[src/sv/u8u16_pkg.sv]
// ----------------------------------------------------------------------------
// u8u16_pkg
// Shared types and constants for the UTF-8 to UTF-16 transcoder.
// ----------------------------------------------------------------------------
package u8u16_pkg;

  localparam int unsigned RESULT_FIFO_DEPTH = 4;

  localparam logic        KIND_DATA = 1'b0;
  localparam logic        KIND_END  = 1'b1;

  localparam logic        RESULT_UNIT   = 1'b0;
  localparam logic        RESULT_REPORT = 1'b1;

  localparam logic        STATUS_OK    = 1'b0;
  localparam logic        STATUS_ERROR = 1'b1;

  localparam logic [15:0] CAPACITY_RESET = 16'hFFFF;
  localparam logic [20:0] MAX_POINT      = 21'h10FFFF;
  localparam logic [20:0] SURR_FIRST     = 21'h00D800;
  localparam logic [20:0] SURR_LAST      = 21'h00DFFF;
  localparam logic [20:0] BMP_LAST       = 21'h00FFFF;
  localparam logic [20:0] SUPP_BASE      = 21'h010000;
  localparam logic [15:0] HIGH_SURR_BASE = 16'hD800;
  localparam logic [15:0] LOW_SURR_BASE  = 16'hDC00;

  typedef struct packed {
    logic        result_kind;
    logic [15:0] code_unit;
    logic        status;
    logic [15:0] unit_count;
    logic        last;
  } result_t;

  // What one accepted item pushes into the result queue.
  typedef struct packed {
    logic    push_first;
    logic    push_second;
    result_t first;
    result_t second;
  } dec_out_t;

endpackage

[src/sv/u8u16_decode.sv]
// ----------------------------------------------------------------------------
// u8u16_decode
// Decoder state and the single-pass logic that turns one transfer into zero,
// one or two results.
// ----------------------------------------------------------------------------
module u8u16_decode (
  input  logic                clk,
  input  logic                rst,
  input  logic                accept,
  input  logic                kind,
  input  logic [7:0]          text_byte,
  input  logic [15:0]         capacity,
  output u8u16_pkg::dec_out_t dec
);

  logic [20:0] partial_point, partial_point_next;
  logic [1:0]  bytes_due, bytes_due_next;
  logic [15:0] units_emitted, units_emitted_next;
  logic        failed, failed_next;

  logic [20:0] cont_point;
  logic [20:0] cp;
  logic        finish;
  logic [19:0] supp_offset;
  logic        bad_end;

  assign cont_point  = {partial_point[14:0], text_byte[5:0]};
  assign supp_offset = 20'(cp - u8u16_pkg::SUPP_BASE);
  assign bad_end     = failed || (bytes_due != 2'd0);

  always_comb begin
    partial_point_next = partial_point;
    bytes_due_next     = bytes_due;
    units_emitted_next = units_emitted;
    failed_next        = failed;
    finish             = 1'b0;
    cp                 = {13'd0, text_byte};
    dec                = '0;

    if (kind == u8u16_pkg::KIND_END) begin
      dec.push_first             = 1'b1;
      dec.first.result_kind      = u8u16_pkg::RESULT_REPORT;
      dec.first.status           = bad_end ? u8u16_pkg::STATUS_ERROR : u8u16_pkg::STATUS_OK;
      dec.first.unit_count       = bad_end ? 16'd0 : units_emitted;
      dec.first.last             = 1'b1;
      partial_point_next         = '0;
      bytes_due_next             = '0;
      units_emitted_next         = '0;
      failed_next                = 1'b0;
    end else if (!failed) begin
      if (bytes_due == 2'd0) begin
        if (!text_byte[7]) begin
          finish = 1'b1;
        end else if (text_byte[7:5] == 3'b110) begin
          partial_point_next = {16'd0, text_byte[4:0]};
          bytes_due_next     = 2'd1;
        end else if (text_byte[7:4] == 4'b1110) begin
          partial_point_next = {17'd0, text_byte[3:0]};
          bytes_due_next     = 2'd2;
        end else if (text_byte[7:3] == 5'b11110) begin
          partial_point_next = {18'd0, text_byte[2:0]};
          bytes_due_next     = 2'd3;
        end else begin
          failed_next        = 1'b1;
          partial_point_next = '0;
          bytes_due_next     = '0;
        end
      end else if (text_byte[7:6] != 2'b10) begin
        failed_next        = 1'b1;
        partial_point_next = '0;
        bytes_due_next     = '0;
      end else begin
        bytes_due_next = bytes_due - 2'd1;
        if (bytes_due == 2'd1) begin
          cp                 = cont_point;
          finish             = 1'b1;
          partial_point_next = '0;
        end else begin
          partial_point_next = cont_point;
        end
      end

      if (finish) begin
        if (cp > u8u16_pkg::MAX_POINT ||
            (cp >= u8u16_pkg::SURR_FIRST && cp <= u8u16_pkg::SURR_LAST)) begin
          failed_next        = 1'b1;
          partial_point_next = '0;
          bytes_due_next     = '0;
        end else if (cp <= u8u16_pkg::BMP_LAST) begin
          if ({1'b0, units_emitted} + 17'd1 > {1'b0, capacity}) begin
            failed_next        = 1'b1;
            partial_point_next = '0;
            bytes_due_next     = '0;
          end else begin
            units_emitted_next   = units_emitted + 16'd1;
            dec.push_first       = 1'b1;
            dec.first.code_unit  = cp[15:0];
            dec.first.last       = 1'b1;
          end
        end else if ({1'b0, units_emitted} + 17'd2 > {1'b0, capacity}) begin
          failed_next        = 1'b1;
          partial_point_next = '0;
          bytes_due_next     = '0;
        end else begin
          units_emitted_next   = units_emitted + 16'd2;
          dec.push_first       = 1'b1;
          dec.push_second      = 1'b1;
          dec.first.code_unit  = u8u16_pkg::HIGH_SURR_BASE | {6'd0, supp_offset[19:10]};
          dec.second.code_unit = u8u16_pkg::LOW_SURR_BASE | {6'd0, supp_offset[9:0]};
          dec.second.last      = 1'b1;
        end
      end
    end
  end

  always_ff @(posedge clk) begin
    if (rst) begin
      partial_point <= '0;
      bytes_due     <= '0;
      units_emitted <= '0;
      failed        <= 1'b0;
    end else if (accept) begin
      partial_point <= partial_point_next;
      bytes_due     <= bytes_due_next;
      units_emitted <= units_emitted_next;
      failed        <= failed_next;
    end
  end

endmodule

[src/sv/u8u16_result_fifo.sv]
// ----------------------------------------------------------------------------
// u8u16_result_fifo
// Small result queue that takes up to two results per cycle and hands out
// one per cycle while out_ready is high.
// ----------------------------------------------------------------------------
module u8u16_result_fifo #(
  parameter int unsigned DEPTH = u8u16_pkg::RESULT_FIFO_DEPTH
) (
  input  logic                clk,
  input  logic                rst,
  input  logic                accept,
  input  u8u16_pkg::dec_out_t dec,
  output logic                space_for_two,
  output logic                out_valid,
  input  logic                out_ready,
  output u8u16_pkg::result_t  out_result
);

  localparam int unsigned PW = (DEPTH > 1) ? $clog2(DEPTH) : 1;
  localparam int unsigned CW = $clog2(DEPTH + 1);
  localparam logic [PW-1:0] LAST_SLOT = PW'(DEPTH - 1);

  u8u16_pkg::result_t mem [DEPTH];

  logic [PW-1:0] head, tail, tail_plus1, head_plus1;
  logic [CW-1:0] count, count_next;
  logic          push0, push1, pop;

  assign tail_plus1    = (tail == LAST_SLOT) ? '0 : tail + PW'(1);
  assign head_plus1    = (head == LAST_SLOT) ? '0 : head + PW'(1);
  assign push0         = accept && dec.push_first;
  assign push1         = accept && dec.push_second;
  assign pop           = out_valid && out_ready;
  assign space_for_two = (count <= CW'(DEPTH - 2));
  assign out_valid     = (count != '0);
  assign out_result    = mem[head];

  always_comb begin
    count_next = count + CW'(push0) + CW'(push1) - CW'(pop);
  end

  always_ff @(posedge clk) begin
    if (push0) begin
      mem[tail] <= dec.first;
    end
    if (push1) begin
      mem[tail_plus1] <= dec.second;
    end
  end

  always_ff @(posedge clk) begin
    if (rst) begin
      head  <= '0;
      tail  <= '0;
      count <= '0;
    end else begin
      count <= count_next;
      if (pop) begin
        head <= head_plus1;
      end
      if (push1) begin
        tail <= (tail_plus1 == LAST_SLOT) ? '0 : tail_plus1 + PW'(1);
      end else if (push0) begin
        tail <= tail_plus1;
      end
    end
  end

endmodule

[src/sv/utf8_to_utf16_transcoder_core.sv]
// ----------------------------------------------------------------------------
// utf8_to_utf16_transcoder_core
// Streams UTF-8 bytes in and UTF-16 code units plus an end-of-string report out.
// ----------------------------------------------------------------------------
//
//  Channel  Handshake              Payload
//  -------  ---------------------  -----------------------------------------
//  input    in_valid / in_ready    kind, text_byte
//  output   out_valid / out_ready  result_kind, code_unit, status,
//                                  unit_count, last
//  config   cfg_valid / cfg_ready  out_capacity
//
// Each input transfer is decoded combinationally: the decoder state and the
// result queue update at the edge where the transfer is taken, and its first
// result can leave on the next cycle. The input side accepts one transfer per
// cycle while the result queue has room for two results, so the sustained rate
// is one byte per cycle while the output side drains one result per cycle (a
// surrogate pair is two results). Reset is synchronous and clears the decoder
// state, the queue pointers and restores the capacity to 65535. Output stalls
// back up through the queue into in_ready; the config port is always ready.
//
module utf8_to_utf16_transcoder_core #(
  parameter int unsigned RESULT_FIFO_DEPTH = u8u16_pkg::RESULT_FIFO_DEPTH
) (
  input  logic        clk,
  input  logic        rst,

  input  logic        in_valid,
  output logic        in_ready,
  input  logic        kind,
  input  logic [7:0]  text_byte,

  output logic        out_valid,
  input  logic        out_ready,
  output logic        result_kind,
  output logic [15:0] code_unit,
  output logic        status,
  output logic [15:0] unit_count,
  output logic        last,

  input  logic        cfg_valid,
  output logic        cfg_ready,
  input  logic [15:0] out_capacity
);

  logic [15:0]         capacity;
  logic                in_accept;
  logic                space_for_two;
  u8u16_pkg::dec_out_t dec;
  u8u16_pkg::result_t  out_result;

  // Room for a whole surrogate pair is required before a byte is taken, so a
  // transfer never has to be split across cycles.
  assign in_ready  = space_for_two;
  assign in_accept = in_valid && in_ready;
  assign cfg_ready = 1'b1;

  always_ff @(posedge clk) begin
    if (rst) begin
      capacity <= u8u16_pkg::CAPACITY_RESET;
    end else if (cfg_valid && cfg_ready) begin
      capacity <= out_capacity;
    end
  end

  u8u16_decode u_decode (
    .clk       (clk),
    .rst       (rst),
    .accept    (in_accept),
    .kind      (kind),
    .text_byte (text_byte),
    .capacity  (capacity),
    .dec       (dec)
  );

  u8u16_result_fifo #(
    .DEPTH (RESULT_FIFO_DEPTH)
  ) u_result_fifo (
    .clk           (clk),
    .rst           (rst),
    .accept        (in_accept),
    .dec           (dec),
    .space_for_two (space_for_two),
    .out_valid     (out_valid),
    .out_ready     (out_ready),
    .out_result    (out_result)
  );

  assign result_kind = out_result.result_kind;
  assign code_unit   = out_result.code_unit;
  assign status      = out_result.status;
  assign unit_count  = out_result.unit_count;
  assign last        = out_result.last;

endmodule
[config.mk]
export PLATFORM = sky130hd
export DESIGN_NAME = utf8_to_utf16_transcoder_core
export DESIGN_NICKNAME = d
export VERILOG_FILES = /design/src/sv/u8u16_pkg.sv /design/src/sv/u8u16_decode.sv /design/src/sv/u8u16_result_fifo.sv /design/src/sv/utf8_to_utf16_transcoder_core.sv
export SDC_FILE = /design/constraint.sdc
export NUM_CORES = 1
export LEC_CHECK = 0
export ABC_AREA = 1
export ABC_CLOCK_PERIOD_IN_PS = 5300
export BUFFER_PORTS_ARGS = -buffer_cell sky130_fd_sc_hd__buf_4
export CORE_UTILIZATION = 45
export CTS_CLUSTER_DIAMETER = 150
export DETAILED_ROUTE_END_ITERATION = 10
export GPL_TIMING_DRIVEN = 1
export SYNTH_ARGS = -nofsm -noshare
export SYNTH_HDL_FRONTEND = slang
export SYNTH_SLANG_ARGS = --single-unit
[constraint.sdc]
create_clock -name clk -period 5.3 [get_ports clk]
set_input_delay 0.795 -clock clk [delete_from_list [all_inputs] [get_ports clk]]
set_output_delay 0.795 -clock clk [all_outputs]
set_load 0.01 [all_outputs]
**After elaboration in Yosys (flattened, before gate mapping)**

Memory sizes are Yosys's and may differ from the RTL's. A register that Yosys moved wholly into a read port is not among the register bits.
Index checks and enable logic that the tools add are counted.

- Input bits: 30
- Word-level logic and storage cells: 162
- Memories kept: 1
- Memory bits (writable): 140
- Flip-flop bits (word level): 63

- $lt $le $gt $ge: 7
- Equality and inequality tests: 12
- Muxes and demuxes: 108
- Reductions and logical operators: 14
- $add $sub $neg: 12

Memories:

| memory | words | bits a word | rd ports | clocked after memory_dff | write ports | line | source |
|---|---|---|---|---|---|---|---|
| u_result_fifo.mem | 4 | 35 | 1 | 1 | 2 | u8u16_result_fifo.sv:23 | `u8u16_pkg::result_t mem [DEPTH];` |

Operator list:

| cell | number |
|---|---|
| $mux W21 | 18 |
| $mux W16 | 21 |
| $mux W2 | 24 |
| $le A21 B16 Y1 const B | 2 |
| $mux W1 | 41 |
| $mux W20 | 2 |
| $gt A17 B16 Y1 | 2 |
| $ge A21 B16 Y1 const B | 1 |
| $gt A21 B21 Y1 const B | 1 |
| $sub A20 B17 Y20 const B | 1 |
| $add A16 B1 Y17 const B | 1 |
| $add A16 B2 Y17 const B | 1 |
| $mux W17 | 1 |
| $add A16 B1 Y16 const B | 1 |
| $add A16 B2 Y16 const B | 1 |
| $add A2 B1 Y2 const B | 3 |
| $add A3 B1 Y3 | 2 |
| $eq A2 B2 Y1 const B | 3 |
| $ne A2 B2 Y1 const B | 3 |
| $reduce_and A6 Y1 | 1 |
| $reduce_bool A2 Y1 | 3 |
| $eq A5 B5 Y1 const B | 1 |
| $logic_and A1 B1 Y1 | 5 |
| $eq A4 B4 Y1 const B | 1 |
| 12 further kinds | 13 |

**Logic depth before layout (Yosys ltp)**

- Depth after elaboration: 17
- Mapped depth: 29
- Mapped depth without buffers: 28

**Modules after synthesis**

Synthesis repeated with hierarchy kept, for this count alone.

- Cell total of the unflattened synthesis: 1478
- Area total of the unflattened synthesis: 12493.2 µm²

By module, submodules not included:

| module | area each (µm²) | cells each | instances | seq. area each (µm²) |
|---|---|---|---|---|
| u8u16_result_fifo | 7648.6 | 758 | 1 | 4384.2 |
| u8u16_decode | 4162.7 | 646 | 1 | 680.7 |
| utf8_to_utf16_transcoder_core | 681.9 | 74 | 1 | 320.3 |

**Worst setup path after synthesis**

OpenSTA, ideal clock, no wires.

- Kind: flip-flop to flip-flop
- Start point: register u_decode.units_emitted[2]
- End point: register u_result_fifo.count[1]
- Buffers on the path: 1
- Arrival: 3.997 ns
- Period minus slack after synthesis: 4.124 ns
- Setup slack: 1.176 ns
- Stages on the path, launching flop included: 27
- Cells stage by stage: dfxtp_1 > ha_1 > nand2_1 > nor2_1 > inv_1 > nor2_1 > nand4_1 > xor2_1 > inv_1 > ha_1 > nand2_1 > nor2_1 > nor3b_1 > nand2_1 > inv_1 > nand3_1 > nand3_1 > nand2_2 > nand2_2 > nand3_4 > buf_2 > ha_1 > fa_1 > inv_1 > fa_1 > inv_1 > nor2_1

- Word-level cells in the longest chain between the ends: 12
- Elaborated cells on any way between the ends: 18
- Classes of those cells: 5 x add/sub; 2 x order compare; 9 x mux; 2 x reduce/logical

Ends and longest elaborated chain:

| what | line | source |
|---|---|---|
| start, declared | u8u16_decode.sv:18 | `logic [15:0] units_emitted, units_emitted_next;` |
| start signal, assigned | u8u16_decode.sv:125 | `units_emitted <= units_emitted_next;` |
| $add A16 B2 Y17 / $add A16 B1 Y17 (equally long branches) | u8u16_decode.sv:100, u8u16_decode.sv:90 |  |
| $gt A17 B16 Y1, on equally long branches | u8u16_decode.sv:100, u8u16_decode.sv:90 |  |
| $mux W2 / $mux W1 (equally long branches) | u8u16_decode.sv:100, u8u16_decode.sv:90 |  |
| $mux W1 | u8u16_decode.sv:89 | `end else if (cp <= u8u16_pkg::BMP_LAST) begin` |
| $mux W2 * | u8u16_decode.sv:84 | `if (cp > u8u16_pkg::MAX_POINT \|\|` |
| $mux W2 * | u8u16_decode.sv:83 | `if (finish) begin` |
| $mux W2 * | u8u16_decode.sv:50 | `end else if (!failed) begin` |
| $mux W1 | u8u16_decode.sv:40 | `if (kind == u8u16_pkg::KIND_END) begin` |
| $logic_and A1 B1 Y1 | u8u16_result_fifo.sv:31 | `assign push0 = accept && dec.push_first;` |
| $add A3 B1 Y3 | u8u16_result_fifo.sv:39 | `count_next = count + CW'(push0) + CW'(push1) - CW'(pop);` |
| $add A3 B1 Y3 * | u8u16_result_fifo.sv:39 |  |
| $sub A3 B1 Y3 * | u8u16_result_fifo.sv:39 |  |
| named net u_result_fifo.count_next[1] | u8u16_result_fifo.sv:26 | `logic [CW-1:0] count, count_next;` |
| end signal, assigned | u8u16_result_fifo.sv:57 | `count <= count_next;` |
| end, declared | u8u16_result_fifo.sv:26 |  |

The timed path passes the listed nets; every way through them passes the cells marked *.
A chain may end at the register's enable or synchronous reset.

**Final worst setup path**

Ends and elaborated chain as after synthesis.

==> tab_implementation.tex <==
\begin{tabular}{lr}
\hline
Metric & Value \\
\hline
\multicolumn{2}{l}{\textbf{Synth}} \\
Leading cell type by number of instances after synthesis & sky130\_fd\_sc\_hd\_\_nand2\_1 \\
Main area contributors after synthesis & sky130\_fd\_sc\_hd\_\_dfxtp\_1 (23\%), sky130\_fd\_sc\_hd\_\_edfxtp\_1 (16\%), sky130\_fd\_sc\_hd\_\_nand2\_1 (12\%), sky130\_fd\_sc\_hd\_\_nor2\_1 (8.7\%), sky130\_fd\_sc\_hd\_\_inv\_1 (7.0\%) \\
Mapped Nets & 1766 \\
Sequential cell area fraction in the yosys report & 39.51\% \\
Most used DFF post-synth & sky130\_fd\_sc\_hd\_\_dfxtp\_1 \\
Area fraction of the dominant cell type after synthesis & 23.09\% \\
Commonest cells post-synth & sky130\_fd\_sc\_hd\_\_nand2\_1 (360), sky130\_fd\_sc\_hd\_\_nor2\_1 (271), sky130\_fd\_sc\_hd\_\_inv\_1 (219), sky130\_fd\_sc\_hd\_\_o21ai\_0 (151), sky130\_fd\_sc\_hd\_\_a21oi\_1 (139) \\
Number of instances in the synthesized netlist & 1687 \\
Cell type with the highest aggregate area in the netlist & sky130\_fd\_sc\_hd\_\_dfxtp\_1 \\
Warnings from Yosys & 0 \\
Synth async-reset ratio & 0\% \\
Mean Syn Cell Area & 6.938 sq um \\
Netlist Area Pre-Place & 11700 sq um \\
EDFF count, synth & 64 \\
Synth Register Bits & 199 \\
Number of distinct standard cells referenced by the synthesized netlist & 48 \\
\multicolumn{2}{l}{\textbf{Route}} \\
Met2 wirelength from detailed routing & 15.60 mm \\
First-pass iteration count of the detailed router & 5 \\
Final routed DRC violation total & 0 \\
Vias per Instance & 5.181 \\
Overall routed net length & 32.37 mm \\
Antenna-violating nets left & 0 \\
Post-route met1 wirelength & 14.65 mm \\
Uppermost layer routed & met4 \\
Routed wirelength normalized by instance count & 15.81 um \\
Routed vias & 10610 \\
Number of DRC markers after the initial detailed-route iteration & 665 \\
Met3 Routed Length & 1.536 mm \\
\multicolumn{2}{l}{\textbf{Die}} \\
Total die area & 26660 sq um \\
Top Ports & 68 \\
Starting density of the core & 46.22\% \\
Width of the die & 163.3 um \\
Core area & 25330 sq um \\
Count of standard-cell rows & 58 \\
Die boundary height & 163.3 um \\
\multicolumn{2}{l}{\textbf{Critical path}} \\
Startpoint types & flop \\
Slowest-stage cell, CP & sky130\_fd\_sc\_hd\_\_dfxtp\_1 \\
Critical Path Max Stage Delay & 0.42 ns \\
Critical path data required time & 5.60 ns \\
Crit path DAT & 4.93 ns \\
Crit path depth & 25 \\
Worst reg2reg path startpoint & u\_decode.units\_emitted[2]\$\_SDFFE\_PP0P\_ \\
Crit path max-delay family & simple AND/OR/NAND/NOR gates \\
Maximum fanout along the worst path & 19 \\
Startpoint-to-endpoint class of the critical path & flop to flop \\
Critical Path End Type & flop \\
Worst R2R Path Depth & 25 \\
R2R setup slack & 0.67 ns \\
Cell type with the highest occurrence count on the critical path & sky130\_fd\_sc\_hd\_\_inv\_1 \\
Endpoint of the most critical register-to-register path & u\_result\_fifo.count[1]\$\_SDFF\_PP0\_ \\
Total buffers and inverters traversed by the critical path & 5 \\
\multicolumn{2}{l}{\textbf{Min path}} \\
Instance count along the most critical hold path & 2 \\
Worst Hold End & u\_result\_fifo.mem[2][17]\$\_SDFFE\_PP0P\_ \\
HP Start & u\_result\_fifo.mem[2][17]\$\_SDFFE\_PP0P\_ \\
Type of the most critical hold path & flop to flop \\
\multicolumn{2}{l}{\textbf{STA}} \\
Fin Setup TNS & 0 ns \\
Final number of max-transition violations & 0 \\
F\_max & 0.2159 GHz \\
Final period utilization & 87.38\% \\
Worst-Margin Slew & 0.8996 ns \\
Headroom to the max-slew limit & 39.81\% \\
Minimum hold slack & 0.4513 ns \\
Final setup violation count & 0 \\
Skew final & 0.02108 ns \\
RSZ-0062 raised after global routing & false \\
Clock period minus final worst setup slack & 4.631 ns \\
Hold Violations, Final & 0 \\
\multicolumn{2}{l}{\textbf{Power}} \\
Worst IR drop on VDD & 201.5 uV \\
Power Dens Cells & 475.5 nW/um\^{}2 \\
Leakage & 6.459 nW \\
\multicolumn{2}{l}{\textbf{Clocking}} \\
Post-CTS Setup Inserts & 0 \\
Clock root cell & sky130\_fd\_sc\_hd\_\_clkbuf\_16 \\
CTS resizes & 0 \\
CTS tree & built \\
Count of clock tree sinks & 199 \\
Inserted Clock Buffers & 17 \\
Clock slew at reported path FFs & 0.08 ns \\
CTS Hold Buffers Added & 0 \\
H-Tree Level Count & 4 \\
Buffer depth of the longest clock path & 2 \\
Clock Latency Late Sink & 0.44 ns \\
\multicolumn{2}{l}{\textbf{Layout}} \\
Fraction of final layout cells sized beyond drive strength 1 & 9.488\% \\
Fill cells & 2592 \\
Non-Filler Instances & 2048 \\
Number of antenna cells inserted & 0 \\
Area used by multi-input combinational logic & 5798 sq um \\
Number of nets in the layout & 1784 \\
Relative area change from synthesis to final layout & 10.27\% \\
Area of all sequential standard cells & 4626 sq um \\
\multicolumn{2}{l}{\textbf{Global route}} \\
Pin count of the biggest net entering global routing & 53 \\
First-pass GRT wire length & 52.20 mm \\
GRT Util Overall & 25.00\% \\
Number of antenna violations at the first check in global routing & 0 \\
Residual overflow from global routing & 0 \\
Number of global-route vias before repair & 9839 \\
\multicolumn{2}{l}{\textbf{Run status}} \\
Run status & finished clean \\
\multicolumn{2}{l}{\textbf{Place}} \\
Quantity of I/O buffers inserted on ports & 66 \\
Placed wire-length estimate & 22.37 mm \\
Number of cells in the design after placement & 2016 \\
Placer's final routability congestion estimate & 0.8887 \\
\multicolumn{2}{l}{\textbf{Flow run}} \\
Max Cap Violations & 0 \\
\hline
\end{tabular}
[cell families (layout without fill, tap and decap cells)]
logic type | count (synthesis) | after routing | synth area share (%)
AO/OA/AOI/OAI | 341 | 341 | 15.17
XOR/XNOR | 25 | 25 | 1.871
adder cells (fa/ha/maj) | 49 | 49 | 5.366
buffers and inverters | 311 | 342 | 10.96
flip-flops | 199 | 199 | 39.51
other | 1 | 1 | 0.03204
AND/OR/NAND/NOR | 761 | 761 | 27.10
[per-layer routing]
metal,vias to the layer above,track usage [%]
met5,-,0
met2,307,43.39
li1,5426,-
met4,0,7.519
met3,39,2.387
met1,4839,32.65
[sequential cells by signal, indices dropped and copies added (netlist names), named ones only]
signal and cells:
capacity 16, u_decode.bytes_due 2, u_decode.failed 1, u_decode.partial_point 15, u_decode.units_emitted 16, u_result_fifo.count 3, u_result_fifo.head 2, u_result_fifo.mem 140
u_result_fifo.tail 2
[worst max-delay path by stage]
| stage | startpoint | to | slack [ns] |
|---|---|---|---|
| after floorplan | u_decode.units_emitted[2]$_SDFFE_PP0P_ | u_result_fifo.count[1]$_SDFF_PP0_ | 1.18 |
| after global placement | u_decode.units_emitted[2]$_SDFFE_PP0P_ | u_result_fifo.count[1]$_SDFF_PP0_ | 0.82 |
| after detailed placement | u_decode.units_emitted[2]$_SDFFE_PP0P_ | u_result_fifo.count[1]$_SDFF_PP0_ | 0.74 |
| after CTS | u_decode.units_emitted[2]$_SDFFE_PP0P_ | u_result_fifo.count[1]$_SDFF_PP0_ | 0.70 |
| after global routing | u_decode.units_emitted[2]$_SDFFE_PP0P_ | u_result_fifo.count[1]$_SDFF_PP0_ | 0.24 |
| final | u_decode.units_emitted[2]$_SDFFE_PP0P_ | u_result_fifo.count[1]$_SDFF_PP0_ | 0.67 |
[where the power goes]
group | leakage (nW) | switching (W) | internal, W
Combinational | 4.42 | 0.00162 | 0.000939
Sequential | 1.75 | 0.000217 | 0.00202
Clock | 0.298 | 0.000662 | 0.000679
[worst reg2reg max path: stages, from the launching register on]
cell and delay (ns):
sky130_fd_sc_hd__dfxtp_1 0.42, sky130_fd_sc_hd__ha_1 0.22, sky130_fd_sc_hd__nand2_1 0.09, sky130_fd_sc_hd__nor2_1 0.22, sky130_fd_sc_hd__inv_1 0.09, sky130_fd_sc_hd__nor2_1 0.20
sky130_fd_sc_hd__nand4_1 0.15, sky130_fd_sc_hd__xor2_1 0.16, sky130_fd_sc_hd__inv_1 0.07, sky130_fd_sc_hd__ha_1 0.29, sky130_fd_sc_hd__nand2_1 0.07, sky130_fd_sc_hd__nor2_1 0.11
sky130_fd_sc_hd__nor3b_1 0.20, sky130_fd_sc_hd__nand2_1 0.08, sky130_fd_sc_hd__inv_1 0.07, sky130_fd_sc_hd__nand3_1 0.08, sky130_fd_sc_hd__nand3_1 0.17, sky130_fd_sc_hd__nand2_2 0.08
sky130_fd_sc_hd__nand2_2 0.10, sky130_fd_sc_hd__nand3_4 0.23, sky130_fd_sc_hd__ha_1 0.39, sky130_fd_sc_hd__fa_1 0.42, sky130_fd_sc_hd__inv_1 0.08, sky130_fd_sc_hd__fa_1 0.41
sky130_fd_sc_hd__inv_1 0.06, sky130_fd_sc_hd__nor2_1 0.03
[cells in the final DEF (no fill, tap or decap), drive strengths merged, types with 6 or more instances in the layout]
cell type | netlist | routed
nor3 | 6 | 6
nand2 | 375 | 375
ha | 47 | 47
inv | 227 | 237
nor2 | 287 | 287
clkinv | 3 | 7
clkbuf | 44 | 17
xor2 | 23 | 23
edfxtp | 64 | 64
buf | 37 | 80
nand4 | 14 | 14
dfxtp | 135 | 135
a21oi | 139 | 139
nand3 | 74 | 74
o22ai | 25 | 25
o21ai | 163 | 163
[cell type report]
type,count,share of cell area (%)
clock inverters,15,1.367
repair buffers,80,4.653
flip-flops and latches,199,35.84
multi-input cells,1177,44.92
clock buffers,17,3.296
well taps,330,3.199
inverters,230,6.727
[through the flow]
stage | instance area [sq um] | setup WS, ns | total power, W | utilization (%)
floorplan | 11710 | 1.176 | 0.004008 | -
global placement | 12310 | 0.8246 | 0.004777 | 48.59
detailed placement | 12310 | 0.7450 | 0.004824 | 48.59
CTS | 12910 | 0.6969 | 0.006173 | 50.96
global route | 12910 | 0.2374 | 0.006633 | 50.96
finish | 12910 | 0.6691 | 0.006137 | 50.96
No activity file was read; power rests on OpenSTA's default activity.
